`src/hw/rtl/assert_macros.svh`:
```
// Concurrent assertion helpers, clocked on clk_i, off while rst_ni is low.
`ifndef ASSERT_MACROS_SVH
`define ASSERT_MACROS_SVH

// cond must hold in every cycle
`define ASSERT_ALWAYS(lbl, cond, msg) \
  lbl: assert property (@(posedge clk_i) disable iff (!rst_ni) (cond)) else $error(msg);

// cons must hold in the cycle in which ante holds
`define ASSERT_IMPL(lbl, ante, cons, msg) \
  lbl: assert property (@(posedge clk_i) disable iff (!rst_ni) (ante) |-> (cons)) \
    else $error(msg);

`endif

```
`src/hw/rtl/rthsv_pkg.sv`:
```
package rthsv_pkg;

  localparam int unsigned ChW     = 8;
  localparam int unsigned HueW    = 9;
  localparam int unsigned QuotW   = 9;
  localparam int unsigned NumW    = ChW + QuotW;
  localparam int unsigned NumCells = QuotW;
  localparam int unsigned Latency = NumCells + 1;

  localparam logic [ChW-1:0]  ChMax        = 8'd255;
  localparam logic [ChW-1:0]  HueScale     = 8'd60;
  localparam logic [HueW-1:0] HueOffRedNeg = 9'd359;
  localparam logic [HueW-1:0] HueOffGreen  = 9'd119;
  localparam logic [HueW-1:0] HueOffBlue   = 9'd239;

  typedef struct packed {
    logic [ChW-1:0] red_in;
    logic [ChW-1:0] green_in;
    logic [ChW-1:0] blue_in;
  } pix_req_t;

  typedef struct packed {
    logic [HueW-1:0] hue;
    logic [ChW-1:0]  saturation;
    logic [ChW-1:0]  brightness;
  } hsv_rsp_t;

  // one restoring divider: partial remainder, numerator bits going out at the
  // top while quotient bits come in at the bottom, divisor
  typedef struct packed {
    logic [ChW-1:0]   rem;
    logic [QuotW-1:0] sh;
    logic [ChW-1:0]   dvs;
  } div_lane_t;

  typedef struct packed {
    div_lane_t      hue;
    div_lane_t      sat;
    logic [ChW-1:0] brightness;
  } stage_t;

endpackage

```
`src/hw/rtl/rthsv_prep.sv`:
```
module rthsv_prep (
  input  logic              clk_i,
  input  logic              rst_ni,
  input  logic              valid_i,
  input  rthsv_pkg::pix_req_t pix_i,
  output logic              valid_o,
  output rthsv_pkg::stage_t stg_o
);

  logic [rthsv_pkg::ChW-1:0]  r, g, b, mx, mn, dlt, mag;
  logic [rthsv_pkg::HueW-1:0] off;
  logic                       neg;
  logic [rthsv_pkg::NumW-1:0] off_d, mag_s, hnum, snum;
  logic [rthsv_pkg::ChW-1:0]  hdvs, sdvs;
  rthsv_pkg::stage_t          stg_d, stg_q;
  logic                       valid_q;

  always_comb begin
    r = pix_i.red_in;
    g = pix_i.green_in;
    b = pix_i.blue_in;
    mx = (r >= g) ? r : g;
    mx = (mx >= b) ? mx : b;
    mn = (r <= g) ? r : g;
    mn = (mn <= b) ? mn : b;
    dlt = mx - mn;
  end

  always_comb begin
    off = '0;
    mag = '0;
    neg = 1'b0;
    priority if (mx == r && g >= b) begin
      mag = g - b;
    end else if (mx == r) begin
      off = rthsv_pkg::HueOffRedNeg;
      mag = b - g;
      neg = 1'b1;
    end else if (mx == g) begin
      off = rthsv_pkg::HueOffGreen;
      mag = (b >= r) ? b - r : r - b;
      neg = (b < r);
    end else begin
      off = rthsv_pkg::HueOffBlue;
      mag = (r >= g) ? r - g : g - r;
      neg = (r < g);
    end
  end

  always_comb begin
    off_d = rthsv_pkg::NumW'(off) * rthsv_pkg::NumW'(dlt);
    mag_s = rthsv_pkg::NumW'(rthsv_pkg::HueScale) * rthsv_pkg::NumW'(mag);
    if (dlt == '0) begin
      hnum = '0;
      hdvs = rthsv_pkg::ChW'(1);
    end else begin
      hnum = neg ? off_d - mag_s : off_d + mag_s;
      hdvs = dlt;
    end
    // black: quotient 255 gives saturation 0
    if (mx == '0) begin
      snum = rthsv_pkg::NumW'(rthsv_pkg::ChMax);
      sdvs = rthsv_pkg::ChW'(1);
    end else begin
      snum = rthsv_pkg::NumW'(rthsv_pkg::ChMax) * rthsv_pkg::NumW'(mn)
             + rthsv_pkg::NumW'(mx) - rthsv_pkg::NumW'(1);
      sdvs = mx;
    end
  end

  always_comb begin
    stg_d.hue.rem    = hnum[rthsv_pkg::NumW-1:rthsv_pkg::QuotW];
    stg_d.hue.sh     = hnum[rthsv_pkg::QuotW-1:0];
    stg_d.hue.dvs    = hdvs;
    stg_d.sat.rem    = snum[rthsv_pkg::NumW-1:rthsv_pkg::QuotW];
    stg_d.sat.sh     = snum[rthsv_pkg::QuotW-1:0];
    stg_d.sat.dvs    = sdvs;
    stg_d.brightness = mx;
  end

  always_ff @(posedge clk_i or negedge rst_ni) begin
    if (!rst_ni) begin
      valid_q <= 1'b0;
    end else begin
      valid_q <= valid_i;
    end
  end

  always_ff @(posedge clk_i) begin
    stg_q <= stg_d;
  end

  assign valid_o = valid_q;
  assign stg_o   = stg_q;

endmodule

```
`src/hw/rtl/rthsv_div_cell.sv`:
```
module rthsv_div_cell (
  input  logic              clk_i,
  input  logic              rst_ni,
  input  logic              valid_i,
  input  rthsv_pkg::stage_t stg_i,
  output logic              valid_o,
  output rthsv_pkg::stage_t stg_o
);

  function automatic rthsv_pkg::div_lane_t div_step(rthsv_pkg::div_lane_t ln);
    logic [rthsv_pkg::ChW:0] t;
    logic                    ge;
    rthsv_pkg::div_lane_t    res;
    t  = {ln.rem, ln.sh[rthsv_pkg::QuotW-1]};
    ge = (t >= {1'b0, ln.dvs});
    res.rem = ge ? rthsv_pkg::ChW'(t - {1'b0, ln.dvs}) : t[rthsv_pkg::ChW-1:0];
    res.sh  = {ln.sh[rthsv_pkg::QuotW-2:0], ge};
    res.dvs = ln.dvs;
    return res;
  endfunction

  rthsv_pkg::stage_t stg_d, stg_q;
  logic              valid_q;

  always_comb begin
    stg_d.hue        = div_step(stg_i.hue);
    stg_d.sat        = div_step(stg_i.sat);
    stg_d.brightness = stg_i.brightness;
  end

  always_ff @(posedge clk_i or negedge rst_ni) begin
    if (!rst_ni) begin
      valid_q <= 1'b0;
    end else begin
      valid_q <= valid_i;
    end
  end

  always_ff @(posedge clk_i) begin
    stg_q <= stg_d;
  end

  assign valid_o = valid_q;
  assign stg_o   = stg_q;

endmodule

```
`src/hw/rtl/rgb_to_hsv_pixel_unit.sv`:
```
// Channel   Direction  Marker    Payload
// request   in         start     req_i  (red_in, green_in, blue_in)
// result    out        done_o    rsp_o  (hue, saturation, brightness)
//
// One request per clock; busy stays low. Each result passes through the prep
// register for max/min and numerators, then a row of nine restoring-divide cells,
// one quotient bit per cell, both divisions sharing each cell.
// Reset clears only the stage valid bits; the pipeline is empty after reset.
// Results are shown for one cycle on done_o; the receiver cannot stall.
`include "assert_macros.svh"

module rgb_to_hsv_pixel_unit (
  input  logic                clk_i,
  input  logic                rst_ni,
  input  logic                start,
  output logic                busy,
  input  rthsv_pkg::pix_req_t req_i,
  output logic                done_o,
  output rthsv_pkg::hsv_rsp_t rsp_o
);

  logic              vld [rthsv_pkg::NumCells+1];
  rthsv_pkg::stage_t stg [rthsv_pkg::NumCells+1];

  assign busy = 1'b0;

  rthsv_prep u_prep (
    .clk_i  (clk_i),
    .rst_ni (rst_ni),
    .valid_i(start),
    .pix_i  (req_i),
    .valid_o(vld[0]),
    .stg_o  (stg[0])
  );

  for (genvar i = 0; i < rthsv_pkg::NumCells; i++) begin : g_cell
    rthsv_div_cell u_cell (
      .clk_i  (clk_i),
      .rst_ni (rst_ni),
      .valid_i(vld[i]),
      .stg_i  (stg[i]),
      .valid_o(vld[i+1]),
      .stg_o  (stg[i+1])
    );
  end

  assign done_o           = vld[rthsv_pkg::NumCells];
  assign rsp_o.hue        = stg[rthsv_pkg::NumCells].hue.sh;
  assign rsp_o.saturation = rthsv_pkg::ChMax
                            - stg[rthsv_pkg::NumCells].sat.sh[rthsv_pkg::ChW-1:0];
  assign rsp_o.brightness = stg[rthsv_pkg::NumCells].brightness;

  `ASSERT_IMPL(a_done_lat, done_o, $past(start, rthsv_pkg::Latency), "result without request")
  `ASSERT_IMPL(a_black, done_o && rsp_o.brightness == '0,
               rsp_o.saturation == '0 && rsp_o.hue == '0, "black pixel not zero")
  `ASSERT_IMPL(a_rem_lt_dvs, vld[1],
               stg[1].hue.rem < stg[1].hue.dvs && stg[1].sat.rem < stg[1].sat.dvs,
               "divider remainder out of range")

endmodule

```
`config.mk`:
```
export PLATFORM = sky130hd
export DESIGN_NAME = rgb_to_hsv_pixel_unit
export DESIGN_NICKNAME = d
export VERILOG_FILES = /design/src/hw/rtl/rthsv_pkg.sv /design/src/hw/rtl/rthsv_prep.sv /design/src/hw/rtl/rthsv_div_cell.sv /design/src/hw/rtl/rgb_to_hsv_pixel_unit.sv
export VERILOG_INCLUDE_DIRS = /design/src /design/src/hw/rtl
export SDC_FILE = /design/constraint.sdc
export NUM_CORES = 1
export LEC_CHECK = 0
export CAP_MARGIN = 20
export CORE_MARGIN = 2
export CORE_UTILIZATION = 34
export CTS_CLUSTER_SIZE = 16
export DETAILED_ROUTE_END_ITERATION = 7
export DONT_BUFFER_PORTS = 1
export GPL_TIMING_DRIVEN = 0
export PLACE_DENSITY = 0.48
export REMOVE_ABC_BUFFERS = 1
export SYNTH_ARGS = -nofsm -noshare
export SYNTH_HDL_FRONTEND = slang
export SYNTH_HIERARCHICAL = 1
export SYNTH_SLANG_ARGS = --single-unit
```
`constraint.sdc`:
```
create_clock -name clk_i -period 2.65 [get_ports clk_i]
set_input_delay 0.3975 -clock clk_i [delete_from_list [all_inputs] [get_ports clk_i]]
set_output_delay 0.3975 -clock clk_i [all_outputs]
set_load 0.02 [all_outputs]
```
==> summary.txt, run 1 <==
Placed design
  • DP Cell Count: 3,890
  • Placer Congestion: 0.8914
  • DP Area: 29,950 sq um
  • Port bufs: 0
  • Detail Placement HPWL: 47.00 mm

Drt
  • DR pass1 iterations: 6
  • Residual DRC count: 0
  • Antenna viol nets, final: 0
  • Final wirelength: 64.88 mm
  • Vias/cell: 4.776
  • Routed wire per std cell: 15.47 microns
  • Via Count: 20,020
  • Starting DRT DRC Count: 733

Global route
  • First-pass GRT wire length: 106.3 mm
  • Gr usage total: 14.88%
  • Largest net degree at the start of global routing: 17
  • Total gr overflow: 0
  • Number of global-route vias before repair: 21,480
  • Antenna violations before repair: 1

Clocking
  • Root Driver: clkbuf_16
  • Reg clk slew, reported paths: 60 ps
  • Num CTS Buffers: 59
  • CTS tree: done
  • Bufs on Longest Clock Path: 3
  • CTS H-tree depth: 2
  • Worst skew pair latency: 630 ps
  • CTS Sinks: 549

Timing
  • Fmax: 114.5 MHz
  • Clock skew: 36.84 ps
  • Post-route clock period utilization: 329.6%
  • Setup violators final: 57
  • Slew Limit Headroom: 61.07%
  • Final worst slack: -6085 ps
  • Slew @ Worst Pin: 567.7 ps
  • Final Critical Period: 8735 ps
  • Setup TNS: -152,910 ps
  • Unrepaired setup endpoints after global routing: yes
  • Slew Viols, Final: 0
  • Final Hold Fails: 0

Floorplan
  • Starting Density: 34.36%
  • Die Ht: 295.0 microns
  • Die Span X: 295.0 microns
  • Site row count: 106
  • # IOs: 54
  • Die ar.: 87,050 sq um
  • Total core area: 83,820 sq um

Final layout
  • Final design utilization: 42.40%
  • FILL cells: 7,968
  • Commonest non-fill, non-tap cell in the layout: dfxtp_1
  • Register area: 11,040 sq um
  • Nets: 3,462
  • N_diodes: 0
  • Area grow syn2layout: 23.41%
  • Non-filler instance count after layout: 4,193
  • Multi-input gate area: 17,620 sq um
  • Ratio of cells with drive above 1 in the final layout: 23.21%
  • Commonest non-fill, non-tap cells in the layout: dfxtp_1, inv_1, ha_1
  • Finished layout cell area: 35,540 sq um

Run status
  • Failing checks: negative setup slack
  • Status: complete, but fails checks

Setup path
  • WS Path Type: in -> reg
  • Req. time, crit path: 3130 ps
  • Slowest CP cell: fa_1
  • CP Capture Type: flop
  • CP max FO: 5
  • R2R cell count: 6
  • Critical path arrival: 9210 ps
  • CP startpoint kind: primary input
  • Crit-path max cell delay: 540 ps

Min path
  • Worst Hold Class: in -> reg
  • Hold Crit Depth: 3

Logic synthesis
  • Synth Area per Inst: 10.28 sq um
  • Synth Warn #: 6
  • Synth Instances: 2,801
  • Synth Cell Area: 28,800 sq um

Flow run
  • Max Cap Viol: 0
## area by class of cell
class,count,area share [%]
clock inverter,27,1.197
sequential,549,31.06
clock buffer,82,4.738
tap,1134,3.992
multi-input combinational,1805,49.58
inverter,404,4.400
timing repair buffer,192,5.024
## final timing paths
path                                            start  slack (ps)                          to
max in group asynchronous                      rst_ni        2210    g_cell[4].u_cell/valid_o
max                                          req_i[8]       -6090            u_prep/stg_o[57]
min                                          req_i[3]          70            u_prep/stg_o[11]
min reg2reg                g_cell[2].u_cell/stg_o[48]         290  g_cell[3].u_cell/stg_o[49]
min in group asynchronous                      rst_ni         140              u_prep/valid_o
max reg2reg                g_cell[0].u_cell/stg_o[14]         240  g_cell[1].u_cell/stg_o[29]
## registers in the layout, indices dropped and copies added (netlist names)
name,cells
g_cell.u_cell/stg_o,481
u_prep/valid_o,1
g_cell.u_cell/valid_o,9
u_prep/stg_o,58
## worst max-delay path: cells and delay by family
| family | cells | cell delay (ps) |
|---|---|---|
| adder cells (fa/ha/maj) | 10 | 3470 |
| buffers and inverters | 10 | 940 |
| AO/OA/AOI/OAI | 13 | 2130 |
| AND/OR/NAND/NOR | 8 | 980 |
| multiplexers | 2 | 400 |
| XOR/XNOR | 4 | 870 |
## through the flow
step	hold WS, ps	setup WS [ps]
final	65.44	-6085
after global routing	22.20	-6359
after CTS	-74.14	-6026
after detailed placement	102.1	-9380
after global placement	102.1	-9685
after floorplan	101.9	-7755
## metal layers
| metal | GRT usage [%] | routed length (microns) |
|---|---|---|
| met1 | 16.96 | 27650 |
| met2 | 27.43 | 32310 |
| met3 | 2.255 | 2350 |
| met4 | 6.438 | 2572 |
| met5 | 0 | 0 |
## what timing repair did
action	CTS	global route
gates cloned	5	2
resized for setup	292	120
hold endpoints to repair	14	0
pin swaps	146	119
hold buffers	4	0
endpoints found under the setup margin	58	65
buffers inserted	129	57
Power of run 1 is left out: the tool's default activity adds up to more than one toggle a clock period on the data nets, which glitch-free logic cannot reach.
==> run 2: changes to the inputs <==
--- a/config.mk
+++ b/config.mk
@@ -7,7 +7,6 @@
 export NUM_CORES = 1
 export LEC_CHECK = 0
 export CAP_MARGIN = 20
-export CORE_MARGIN = 2
 export CORE_UTILIZATION = 34
 export CTS_CLUSTER_SIZE = 16
 export DETAILED_ROUTE_END_ITERATION = 7
==> run 2 against run 1 <==
Against the previous run:
- the run still ends with negative setup slack left
- clock skew fell by 10 ps
- global-route usage rose by 0.20 points
- cell count rose by 0.19%
- setup slack improved by 39 ps
- die area fell by 1.4%
- critical path depth did not move
- highest routed layer unchanged
==> summary.txt, run 2 (same netlist as run 1, synthesis figures left out) <==
Final layout
  • Commonest non-fill, non-tap cell in the layout: dfxtp_1
  • Largest register FFs: 481
  • FILL cells: 7,840
  • Nets: 3,468
  • Commonest non-fill, non-tap cells in the layout: dfxtp_1, inv_1, ha_1
  • N_diodes: 0
  • Final design utilization: 42.55%
  • Ratio of cells with drive above 1 in the final layout: 23.74%
  • Area grow syn2layout: 23.65%

Setup path
  • R2R cell count: 6
  • R2r setup slk: 170 ps
  • Buffers & Inverters on Critical Path: 9
  • RR Endpoint: g_cell[1].u_cell/stg_o[32]
  • CP max FO: 8
  • WS Path Type: in -> reg
  • CP most frequent cell: inv_2
  • Crit-path max cell delay: 450 ps
  • Reg2Reg Launch Point: g_cell[0].u_cell/stg_o[14]
  • CP startpoint kind: primary input
  • Slowest CP cell: fa_1
  • Critical path arrival: 9190 ps
  • Req. time, crit path: 3140 ps
  • CP Capture Type: flop
  • Delay-heaviest family, CP: adder cells

Global route
  • Gr usage total: 15.08%
  • First-pass GRT wire length: 106.1 mm
  • Largest net degree at the start of global routing: 16
  • Antenna violations before repair: 0
  • Number of global-route vias before repair: 20,930
  • Total gr overflow: 0

Timing
  • Clock skew: 26.60 ps
  • Fmax: 115.0 MHz
  • Unrepaired setup endpoints after global routing: yes
  • Slew Viols, Final: 0
  • Hold slack final: 81.31 ps
  • Setup TNS: -154,830 ps
  • Final Critical Period: 8696 ps
  • Slew @ Worst Pin: 611.0 ps
  • Final Hold Fails: 0
  • Final worst slack: -6046 ps
  • Setup violators final: 58
  • Slew Limit Headroom: 58.10%
  • Post-route clock period utilization: 328.1%

Floorplan
  • Die Ht: 293.0 microns
  • Starting Density: 34.41%
  • Die ar.: 85,870 sq um
  • Die Span X: 293.0 microns
  • Site row count: 106
  • # IOs: 54
  • Total core area: 83,690 sq um

Run status
  • Status: complete, but fails checks
  • Failing checks: negative setup slack

Placed design
  • Placer Congestion: 0.8942
  • Detail Placement HPWL: 47.49 mm
  • Pre-CTS setup slack: -9724 ps
  • Port bufs: 0

Min path
  • Hold Crit Depth: 2
  • Min-delay src: req_i[3]
  • Worst Hold Class: in -> reg
  • WHS Endpoint: u_prep/stg_o[3]

Clocking
  • Num CTS Buffers: 59
  • Root Driver: clkbuf_16
  • Bufs on Longest Clock Path: 3
  • CTS H-tree depth: 2
  • CTS tree: done
  • Reg clk slew, reported paths: 60 ps
  • CTS Sinks: 549
  • Worst skew pair latency: 610 ps

Drt
  • Residual DRC count: 0
  • DR pass1 iterations: 5
  • Final wirelength: 65.50 mm
  • Routed wire per std cell: 15.59 microns
  • Antenna viol nets, final: 0
  • Via Count: 19,950
  • Starting DRT DRC Count: 751
  • Vias/cell: 4.749

Flow run
  • Max Cap Viol: 0
[run 2: worst max path at each step]
stage,start,end,slack [ps],cells past startpoint
4_1_cts,req_i[16],u_prep/stg_o[57],-5970,43
3_5_place_dp,req_i[13],u_prep/stg_o[57],-9720,44
5_1_grt,req_i[16],u_prep/stg_o[57],-6420,46
6_report,req_i[16],u_prep/stg_o[57],-6050,47
3_3_place_gp,req_i[16],u_prep/stg_o[57],-9810,40
2_1_floorplan,req_i[16],u_prep/stg_o[57],-7750,46
[run 2: routing by layer]
layer  GRT usage, %  vias to the layer above  wire, microns
li1               -                    10020              -
met1          17.17                     9439          27540
met2          27.88                      348          33070
met3          2.194                      145           2286
met4          6.359                        0           2602
met5              0                        -              0
[run 2: through the flow]
stage,cells,instance area (sq um)
CTS,4138,34470
floorplan,2753,28510
detailed placement,3889,29940
global placement,3887,29930
global route,4201,35610
finish,4201,35610
[run 2: area by class of cell]
| type | count | area [sq um] | share of cell area [%] |
|---|---|---|---|
| tap | 1134 | 1419 | 3.984 |
| clock buffer | 73 | 1629 | 4.575 |
| inverter | 404 | 1589 | 4.462 |
| timing repair buffer | 199 | 1828 | 5.133 |
| clock inverter | 38 | 505.5 | 1.419 |
| multi-input combinational | 1804 | 17600 | 49.42 |
| sequential | 549 | 11040 | 31.00 |
[run 2: timing repair]
| item | CTS | global route |
|---|---|---|
| pin swaps | 110 | 114 |
| hold buffers | 4 | 0 |
| buffers inserted | 130 | 65 |
| cloned | 4 | 2 |
| setup endpoints to repair | 58 | 64 |
| gates resized for setup | 276 | 140 |
| hold endpoints to repair | 13 | 0 |
Power of run 2 is left out for the same reason.
